$ cat src/rtl/fir_pkg.sv
// fir_pkg: shared constants for the direct-form fir filter
// field widths, opcode codes and parameter defaults; no dependencies
`default_nettype none

package fir_pkg;

    // parameter defaults
    localparam int NTAPS_DEF       = 32;
    localparam int SAMPLE_BITS_DEF = 16;

    // fixed field widths
    localparam int OUT_W  = 37;
    localparam int TAPS_W = 6;
    localparam int IDX_W  = 5;

    // tap count after reset
    localparam logic [TAPS_W-1:0] TAPS_RESET = 6'd32;

    // item opcodes
    localparam logic OP_FILTER = 1'b0;
    localparam logic OP_LOAD   = 1'b1;

endpackage

`default_nettype wire

$ cat src/rtl/fir_filter.sv
// fir_filter: direct-form fir filter with a loadable coefficient table
// one shared multiply-accumulate walks the taps; uses fir_pkg
`default_nettype none

//  channel   ports                                   direction
//  input     s_valid s_ready s_opcode s_value         in (ready out)
//            s_coef_index
//  result    m_valid m_ready m_filtered               out (ready in)
//  config    cfg_wr_en cfg_wr_data (taps_in_use)      in
//
//  a sample beat walks min(taps_in_use, NTAPS) taps from accept to the result
//  register, and the next input beat is taken once the result is pushed; the
//  single multiply-accumulate handles one tap per cycle behind a registered table
//  read and a product register. a coefficient load gives no result. reset
//  clears the tap valid bits, so both tables read as zero at once. s_ready is
//  low while a sample is worked on, and a finished result waits in the output
//  register until m_ready, holding the sequencer only then.

module fir_filter #(
    parameter int NTAPS       = fir_pkg::NTAPS_DEF,
    parameter int SAMPLE_BITS = fir_pkg::SAMPLE_BITS_DEF
) (
    input  wire                              aclk,
    input  wire                              aresetn,
    // configuration
    input  wire                              cfg_wr_en,
    input  wire  [fir_pkg::TAPS_W-1:0]       cfg_wr_data,
    // input channel
    input  wire                              s_valid,
    output logic                             s_ready,
    input  wire                              s_opcode,
    input  wire  signed [SAMPLE_BITS-1:0]    s_value,
    input  wire  [fir_pkg::IDX_W-1:0]        s_coef_index,
    // result channel
    output logic                             m_valid,
    input  wire                              m_ready,
    output logic signed [fir_pkg::OUT_W-1:0] m_filtered
);

    localparam int PTR_W  = (NTAPS > 1) ? $clog2(NTAPS) : 1;
    localparam int CNT_W  = $clog2(NTAPS + 1);
    localparam int PROD_W = 2 * SAMPLE_BITS;

    localparam logic [1:0] ST_IDLE  = 2'd0;
    localparam logic [1:0] ST_RUN   = 2'd1;
    localparam logic [1:0] ST_DRAIN = 2'd2;
    localparam logic [1:0] ST_PUSH  = 2'd3;

    logic [1:0]                     state_reg, state_next;
    logic [fir_pkg::TAPS_W-1:0]     taps_reg;
    logic [PTR_W-1:0]               newest_reg, newest_next;
    logic [PTR_W-1:0]               k_reg, k_next;
    logic [PTR_W-1:0]               hptr_reg, hptr_next;
    logic [CNT_W-1:0]               count_reg, count_next;
    logic [NTAPS-1:0]               hist_vld_reg, coef_vld_reg;

    logic signed [SAMPLE_BITS-1:0]  hist_mem [NTAPS];
    logic signed [SAMPLE_BITS-1:0]  coef_mem [NTAPS];

    logic signed [SAMPLE_BITS-1:0]  hist_rd_reg, coef_rd_reg;
    logic                           hist_ok_reg, coef_ok_reg;
    logic                           rd_vld_reg, prod_vld_reg;
    logic signed [PROD_W-1:0]       prod_reg;
    logic signed [fir_pkg::OUT_W-1:0] acc_reg, acc_next;

    logic                           m_valid_reg, m_valid_next;
    logic signed [fir_pkg::OUT_W-1:0] m_filtered_reg;

    logic                           s_beat, smp_beat, load_beat, load_hit;
    logic                           issue, last_tap, push;
    logic [PTR_W-1:0]               wr_ptr;
    logic [PTR_W-1:0]               load_ptr;
    logic [CNT_W-1:0]               clipped;
    logic signed [SAMPLE_BITS-1:0]  mul_a, mul_b;

    assign s_ready    = (state_reg == ST_IDLE);
    assign m_valid    = m_valid_reg;
    assign m_filtered = m_filtered_reg;

    // beat decode
    assign s_beat    = s_valid && s_ready;
    assign smp_beat  = s_beat && (s_opcode == fir_pkg::OP_FILTER);
    assign load_beat = s_beat && (s_opcode == fir_pkg::OP_LOAD);
    assign load_hit  = load_beat && (32'(s_coef_index) < NTAPS);
    assign load_ptr  = PTR_W'(s_coef_index);

    // next history slot, wrapping at the table end
    assign wr_ptr = (newest_reg == PTR_W'(NTAPS - 1)) ? '0 : newest_reg + PTR_W'(1);

    // tap count clipped to the table size
    assign clipped = (32'(taps_reg) > NTAPS) ? CNT_W'(NTAPS) : CNT_W'(taps_reg);

    assign issue    = (state_reg == ST_RUN);
    assign last_tap = (CNT_W'(k_reg) + CNT_W'(1)) == count_reg;
    assign push     = (state_reg == ST_PUSH) && (!m_valid_reg || m_ready);

    // sequencer
    always_comb begin
        state_next  = state_reg;
        newest_next = newest_reg;
        k_next      = k_reg;
        hptr_next   = hptr_reg;
        count_next  = count_reg;
        acc_next    = acc_reg;
        if (prod_vld_reg) begin
            acc_next = acc_reg + fir_pkg::OUT_W'(prod_reg);
        end
        case (state_reg)
            ST_IDLE: begin
                if (smp_beat) begin
                    newest_next = wr_ptr;
                    hptr_next   = wr_ptr;
                    k_next      = '0;
                    count_next  = clipped;
                    acc_next    = '0;
                    state_next  = (clipped == '0) ? ST_DRAIN : ST_RUN;
                end
            end
            ST_RUN: begin
                k_next    = k_reg + PTR_W'(1);
                hptr_next = (hptr_reg == '0) ? PTR_W'(NTAPS - 1) : hptr_reg - PTR_W'(1);
                if (last_tap) begin
                    state_next = ST_DRAIN;
                end
            end
            ST_DRAIN: begin
                if (!rd_vld_reg && !prod_vld_reg) begin
                    state_next = ST_PUSH;
                end
            end
            ST_PUSH: begin
                if (push) begin
                    state_next = ST_IDLE;
                end
            end
            default: begin
                state_next = ST_IDLE;
            end
        endcase
    end

    // control registers
    always_ff @(posedge aclk) begin
        if (!aresetn) begin
            state_reg    <= ST_IDLE;
            taps_reg     <= fir_pkg::TAPS_RESET;
            newest_reg   <= '0;
            k_reg        <= '0;
            hptr_reg     <= '0;
            count_reg    <= '0;
            rd_vld_reg   <= 1'b0;
            prod_vld_reg <= 1'b0;
            m_valid_reg  <= 1'b0;
            hist_vld_reg <= '0;
            coef_vld_reg <= '0;
        end else begin
            state_reg    <= state_next;
            newest_reg   <= newest_next;
            k_reg        <= k_next;
            hptr_reg     <= hptr_next;
            count_reg    <= count_next;
            rd_vld_reg   <= issue;
            prod_vld_reg <= rd_vld_reg;
            m_valid_reg  <= m_valid_next;
            if (cfg_wr_en) begin
                taps_reg <= cfg_wr_data;
            end
            if (smp_beat) begin
                hist_vld_reg[wr_ptr] <= 1'b1;
            end
            if (load_hit) begin
                coef_vld_reg[load_ptr] <= 1'b1;
            end
        end
    end

    // result register
    always_comb begin
        m_valid_next = m_valid_reg;
        if (push) begin
            m_valid_next = 1'b1;
        end else if (m_ready) begin
            m_valid_next = 1'b0;
        end
    end

    always_ff @(posedge aclk) begin
        acc_reg <= acc_next;
        if (push) begin
            m_filtered_reg <= acc_reg;
        end
    end

    // history and coefficient tables, registered reads
    always_ff @(posedge aclk) begin
        if (smp_beat) begin
            hist_mem[wr_ptr] <= s_value;
        end
        if (load_hit) begin
            coef_mem[load_ptr] <= s_value;
        end
        hist_rd_reg <= hist_mem[hptr_reg];
        coef_rd_reg <= coef_mem[k_reg];
        hist_ok_reg <= hist_vld_reg[hptr_reg];
        coef_ok_reg <= coef_vld_reg[k_reg];
    end

    // shared multiplier, entries never written read as zero
    assign mul_a = hist_ok_reg ? hist_rd_reg : '0;
    assign mul_b = coef_ok_reg ? coef_rd_reg : '0;

    always_ff @(posedge aclk) begin
        prod_reg <= mul_a * mul_b;
    end

`ifndef SYNTHESIS
    // a sample beat holds off the next input beat
    assert property (@(posedge aclk) disable iff (!aresetn)
        smp_beat |=> !s_ready)
        else $error("input taken right after a sample beat");

    // tap counter stays below the clipped count
    assert property (@(posedge aclk) disable iff (!aresetn)
        (state_reg == ST_RUN) |-> (CNT_W'(k_reg) < count_reg))
        else $error("tap counter ran past the tap count");

    // products only arrive while the sum is being formed
    assert property (@(posedge aclk) disable iff (!aresetn)
        prod_vld_reg |-> (state_reg == ST_DRAIN || state_reg == ST_RUN))
        else $error("product arrived outside a sample");
`endif

endmodule

`default_nettype wire
$ cat config.mk
export PLATFORM = sky130hd
export DESIGN_NAME = fir_filter
export DESIGN_NICKNAME = d
export VERILOG_FILES = /design/src/rtl/fir_pkg.sv /design/src/rtl/fir_filter.sv
export SDC_FILE = /design/constraint.sdc
export NUM_CORES = 2
export LEC_CHECK = 0
export BUFFER_PORTS_ARGS = -buffer_cell sky130_fd_sc_hd__buf_4
export CAP_MARGIN = 20
export CORE_MARGIN = 2
export CORE_UTILIZATION = 37
export CTS_BUF_LIST = sky130_fd_sc_hd__clkbuf_4
export CTS_CLUSTER_DIAMETER = 200
export DETAILED_ROUTE_END_ITERATION = 10
export GPL_TIMING_DRIVEN = 1
export SYNTH_ARGS = -nofsm -noshare
export SYNTH_HDL_FRONTEND = slang
export SYNTH_SLANG_ARGS = --single-unit
$ cat constraint.sdc
create_clock -name aclk -period 6.25 [get_ports aclk]
set_input_delay 1.25 -clock aclk [delete_from_list [all_inputs] [get_ports aclk]]
set_output_delay 1.25 -clock aclk [all_outputs]
set_load 0.005 [all_outputs]
---- Yosys cells after proc, flatten, opt, wreduce, memory -nomap -nowiden ----
Memories as Yosys holds them, arrays and structs flattened. A register that Yosys moved wholly into a read port is not among the register bits.
Index checks and enable logic that the tools add are counted.
operators by class
  add/subtract/negate cells ............... 5
  multiply operators ...................... 1
  order comparisons ....................... 7
  equal/unequal tests ..................... 9
  mux-type cells .......................... 32
  bitwise gates (word level) .............. 3
  reduce and logical (&&, ||, !) cells .... 19
operators with widths
  cell                                                                number
  2-to-1 mux 37 bit                                                   3
  OR 32 bit                                                           2
  adder 37 x 32 -> 37 bit                                             1
  multiplier 16 x 16 -> 32 bit                                        1
  2-to-1 mux 16 bit                                                   2
  < comparator 5 x 6 -> 1 bit (second input constant)                 4
  2-to-1 mux 5 bit                                                    4
  one-hot mux 5 bit (2 select lines)                                  2
  adder 5 x 1 -> 5 bit (second input constant)                        2
  binary-select mux 1 bit (select 5 bit)                              2
  demux 1 bit (select 5 bit)                                          2
  greater-or-equal comparator 5 x 1 -> 1 bit (second input constant)  2
  2-to-1 mux 1 bit                                                    10
  2-to-1 mux 2 bit                                                    5
  one-hot mux 2 bit (4 select lines)                                  1
  logical AND 1 bit                                                   7
  adder 5 x 1 -> 6 bit (second input constant)                        1
  equality test 6 bit                                                 1
  greater-than comparator 6 bit (second input constant)               1
  zero test 6 bit                                                     1
  2-to-1 mux 6 bit                                                    1
  equality test 5 bit (second input constant)                         1
  zero test 5 bit                                                     1
  subtractor 5 x 1 -> 5 bit (second input constant)                   1
  other kinds (11)                                                    18
storage, ports and cells
  register bits ........................... 204
  bits in writable memories ............... 1024
  input port bits ......................... 33
  word-level logic and storage cells ...... 94
  memories ................................ 2
memories
  memory    depth  bits a word  read ports  clocked after Yosys merged registers in  wr ports  line              source
  coef_mem  32     16           1           1                                        1         fir_filter.sv:58  logic signed [SAMPLE_BITS-1:0] coef_mem [NTAPS];
  hist_mem  32     16           1           1                                        1         fir_filter.sv:57  logic signed [SAMPLE_BITS-1:0] hist_mem [NTAPS];

---- Depth between registers and ports, before layout ----
  depth in word-level cells ............... 7
  depth in mapped cells ................... 26
  mapped depth without buffers ............ 24

---- Worst setup path after synthesis ----
Ideal clock, no wire load.
  path type ............................... flip-flop to flip-flop
  start ................................... reg coef_ok_reg
  end ..................................... reg prod_reg[30]
  arrival time ............................ 6.172 ns
  required time ........................... 6.115 ns
  slack ................................... -0.056 ns
  cell stages (with the launch flop) ...... 21
  buffers on the path ..................... 2
  clock period less this slack ............ 6.306 ns
  path through ............................ dfxtp_1 > clkbuf_1 > buf_1 > nand3_1 > inv_1 > fa_1 > fa_1 > fa_1 > fa_1 > fa_1 > inv_1 > fa_1 > inv_1 > ha_1 > nand2_1 > or3_1 > a311oi_1 > o211ai_1 > a211o_1 > mux2i_1 > o2111ai_1
between the ends
  cells in the longest elaborated chain, start to end .. 2
ends and longest elaborated chain
  element                       line               source
  from (decl)                   fir_filter.sv:61   logic hist_ok_reg, coef_ok_reg;
  from (signal assigned)        fir_filter.sv:205  coef_ok_reg <= coef_vld_reg[k_reg];
  2-to-1 mux 16 bit             fir_filter.sv:210  assign mul_b = coef_ok_reg ? coef_rd_reg : '0;
  multiplier 16 x 16 -> 32 bit  fir_filter.sv:213  prod_reg <= mul_a * mul_b;
  to (signal assigned)          fir_filter.sv:213
  to (decl)                     fir_filter.sv:63   logic signed [PROD_W-1:0] prod_reg;
Every way passes these cells.
A chain may end at the register's enable or synchronous reset.

---- Final worst setup path ----
  start ................................... reg hist_ok_reg
  end ..................................... reg prod_reg[30]
between the ends
  cells in the longest elaborated chain, start to end .. 2
ends and longest elaborated chain
  element                       line               source
  from (decl)                   fir_filter.sv:61
  from (signal assigned)        fir_filter.sv:204  hist_ok_reg <= hist_vld_reg[hptr_reg];
  2-to-1 mux 16 bit             fir_filter.sv:209  assign mul_a = hist_ok_reg ? hist_rd_reg : '0;
  multiplier 16 x 16 -> 32 bit  fir_filter.sv:213
Every way passes these cells.

==> results.tsv <==
metric	value	unit
status	complete, no violations	
min-delay worst type	in2reg	
Worst-Margin Slew	1.049	ns
worst skew pair latency	1.25	ns
maximum root-to-sink buffer count	4	
clk slew on worst S/H paths	0.06	ns
Starting DRT DRC Count	2442	
EDFF count, synth	1061	
DRT Pass-1 Iters	5	
layout cells sized above 1	29.55	%
Comb power frac	12.5	%
Yosys top cell area share	54.44	%
final worst slack	0.06355	ns
DR WL/cell	21.74	µm
Port Buf Inserts	71	
Slew Limit Fails	0	
synthesized cell area	0.05852	mm²
Worst Setup Start Kind	flop	
worst slack at placement	-0.2015	ns
Final HPWL DP	86.12	mm
Area growth, synth to finish	15.13	%
Pint	14010	µW
Tmin final	6.186	ns
post-route ant nets	0	
CTS tree	yes	
DIE AREA	0.1614	mm²
power share of the clock group	36.6	%
final hold vios	0	
endpoints failing setup	0	
CTS buffer count	334	
Pwr Density	276.8	mW/mm²
Placer Congestion	0.8838	
CP Capture Type	flop	
Post-route DRC	0	
vias in the first global route	34005	
CTS root buf	clkbuf_4	
total wire length	139.2	mm
CTS sink count	1260	
GRT overflow	0	
fill count	14112	
total global-route track usage	17.33	%
storage element area	0.03588	mm²
relative slew slack	30.09	%
NetSw	4642	µW
htree depth	5	
total power	18650	µW
RSZ-0062 raised after global routing	true	
Leak	0.02401	µW
vias	32390	
CP required	7.19	ns
cell taking the most area after synthesis	edfxtp_1	
Max VDD drop	0.1966	mV
Mapped Nets	4071	
I/O pins	72	
first-pass GRT wire length	210.1	mm
#FFs+latches synth	1260	
nets	4522	
Cell Chain, Critical Path	buf_12 > buf_16 > and2_4 > buf_2 > nand2_1 > fa_1 > inv_1 > fa_1 > fa_1 > fa_1 > fa_1 > inv_1 > fa_1 > inv_1 > ha_4 > nand2_1 > or3_4 > a311oi_4 > buf_4 > o211ai_1 > a211o_1 > mux2i_1 > o2111ai_1	
Sw Share	24.89	%
cts hold-fix bufs	0	
Synth async-reset ratio	0	%
Core Region	0.1566	mm²
biggest regs	coef_mem: 512 flops, hist_mem: 512 flops	
Post-Syn Area per Cell	16.04	µm²
vias per cell	5.058	
initial antenna violation count	5	
Synth area leaders	edfxtp_1, mux4_2, fa_1	
clk_skew	0.1510	ns
CP Class	reg2reg	
Max Cap Viol	0	
top cells by count, synth	edfxtp_1, nor2_1, mux4_2, inv_1, fa_1	
Slowest cell on crit path	fa_1	
Synth Flop Type	edfxtp_1	
most frequent CP cell	fa_1	
Seq/Total Area, Yosys	61.25	%
Ys Warns	0	
Synth Instances	3649	
Critical Path Fanout Max	16	
synth unique cells	79	
Initial Util	37.38	%
Die Y	401.7	µm
Largest stage delay, worst path	0.55	ns
delay-heaviest family, CP	adder cells	
crit path DAT	7.12	ns
most common cell in the synthesized netlist	edfxtp_1	
Critical path buffers and inverters	7	
area of the multi-input gates	0.02119	mm²
Seq pwr share	50.8	%
f_max	161.6	MHz
Die X	401.7	µm
row count	145	
largest net degree at the start of global routing	137	
period utilization	98.98	%
-- power by group through the flow --
stage | Clock, µW | Sequential (µW) | Combinational (µW)
floorplan | 0 | 9530 | 1600
global placement | 0 | 9700 | 2290
detailed placement | 0 | 9710 | 2310
CTS | 7080 | 9530 | 2320
global route | 7520 | 9500 | 2510
finish | 6830 | 9480 | 2330
-- layout by cell type (no fill, tap or decap), types with 26 or more instances in the layout --
cell type	count
ha_1	119
clkinv_1	73
o21ai_0	26
edfxtp_1	1061
inv_1	336
buf_4	232
dfxtp_1	186
clkbuf_4	488
mux2i_1	36
fa_1	252
mux4_2	340
nand2_1	207
nor2_1	386
nand3_1	31
mux2_2	35
xnor2_1	49
a21oi_1	65
-- final timing paths --
| check | from | to | slack [ns] | cells after the start |
|---|---|---|---|---|
| min | cfg_wr_data[2] | taps_reg[2] | 0.32 | 3 |
| max | hist_ok_reg | prod_reg[30] | 0.06 | 23 |
| min reg2reg | acc_reg[24] | m_filtered[24] | 0.43 | 0 |
| max reg2reg | hist_ok_reg | prod_reg[30] | 0.06 | 23 |
-- timing repair --
| item | 4_1_cts | 5_1_grt |
|---|---|---|
| setup buffers | 5 | 6 |
| pin swaps | 19 | 42 |
| resized for setup | 36 | 70 |
| endpoints found under the hold margin | 0 | 0 |
| cloned | 2 | 1 |
| endpoints found under the setup margin | 4 | 8 |
-- cell families (layout without fill, tap and decap cells) --
kind of cell / count (synthesis) / after routing / share of synthesized area, %
and+or+nand+nor: 810 / 810 / 5.914
adders and majority gates: 389 / 389 / 11.69
buffers and inverters: 494 / 1184 / 3.243
muxes: 412 / 412 / 14.39
DFF: 1260 / 1260 / 61.25
other: 0 / 7 / 0
xor gates and xnor gates: 66 / 66 / 0.9878
AOI/OAI and AO/OA: 218 / 218 / 2.519
-- routing by layer --
metal  vias up  track usage, %  wire [µm]
met5         -               0         13
met3       235           3.442       8501
met4         2           5.780       3209
met2      1031           29.41      70170
met1     16624           22.26      57340
li1      14498               -          -
-- per-stage QoR --
step | area (µm²) | utilization (%) | hold WS, ns | setup TNS (ns) | instances
global route | 67370 | 43.03 | 0.2242 | -0.4483 | 6401
CTS | 66980 | 42.78 | 0.1908 | 0 | 6388
finish | 67370 | 43.03 | 0.3250 | 0 | 6404
global placement | 62720 | 40.06 | 0.4342 | -0.04763 | 5806
floorplan | 58520 | - | 0.4241 | 0 | 3649
detailed placement | 62720 | 40.06 | 0.4405 | -0.3840 | 5806
-- layout make-up --
cell class,count,area share (%)
clock inverter,87,0.5311
antenna,7,0.02600
multi-input combinational,1895,31.45
tap,2058,3.822
timing repair buffer,269,3.590
inverter,340,1.896
clock buffer,488,5.438
sequential,1260,53.25
-- worst reg2reg max path: cells and delay by family, from the launching register on --
kind	cells	cell delay, ns
adders and majority gates	7	3.21
AOI/OAI and AO/OA	4	0.83
buffers and inverters	7	0.75
and+or+nand+nor	4	0.73
DFF	1	0.37
muxes	1	0.16
(Power assumes the default switching activity.)
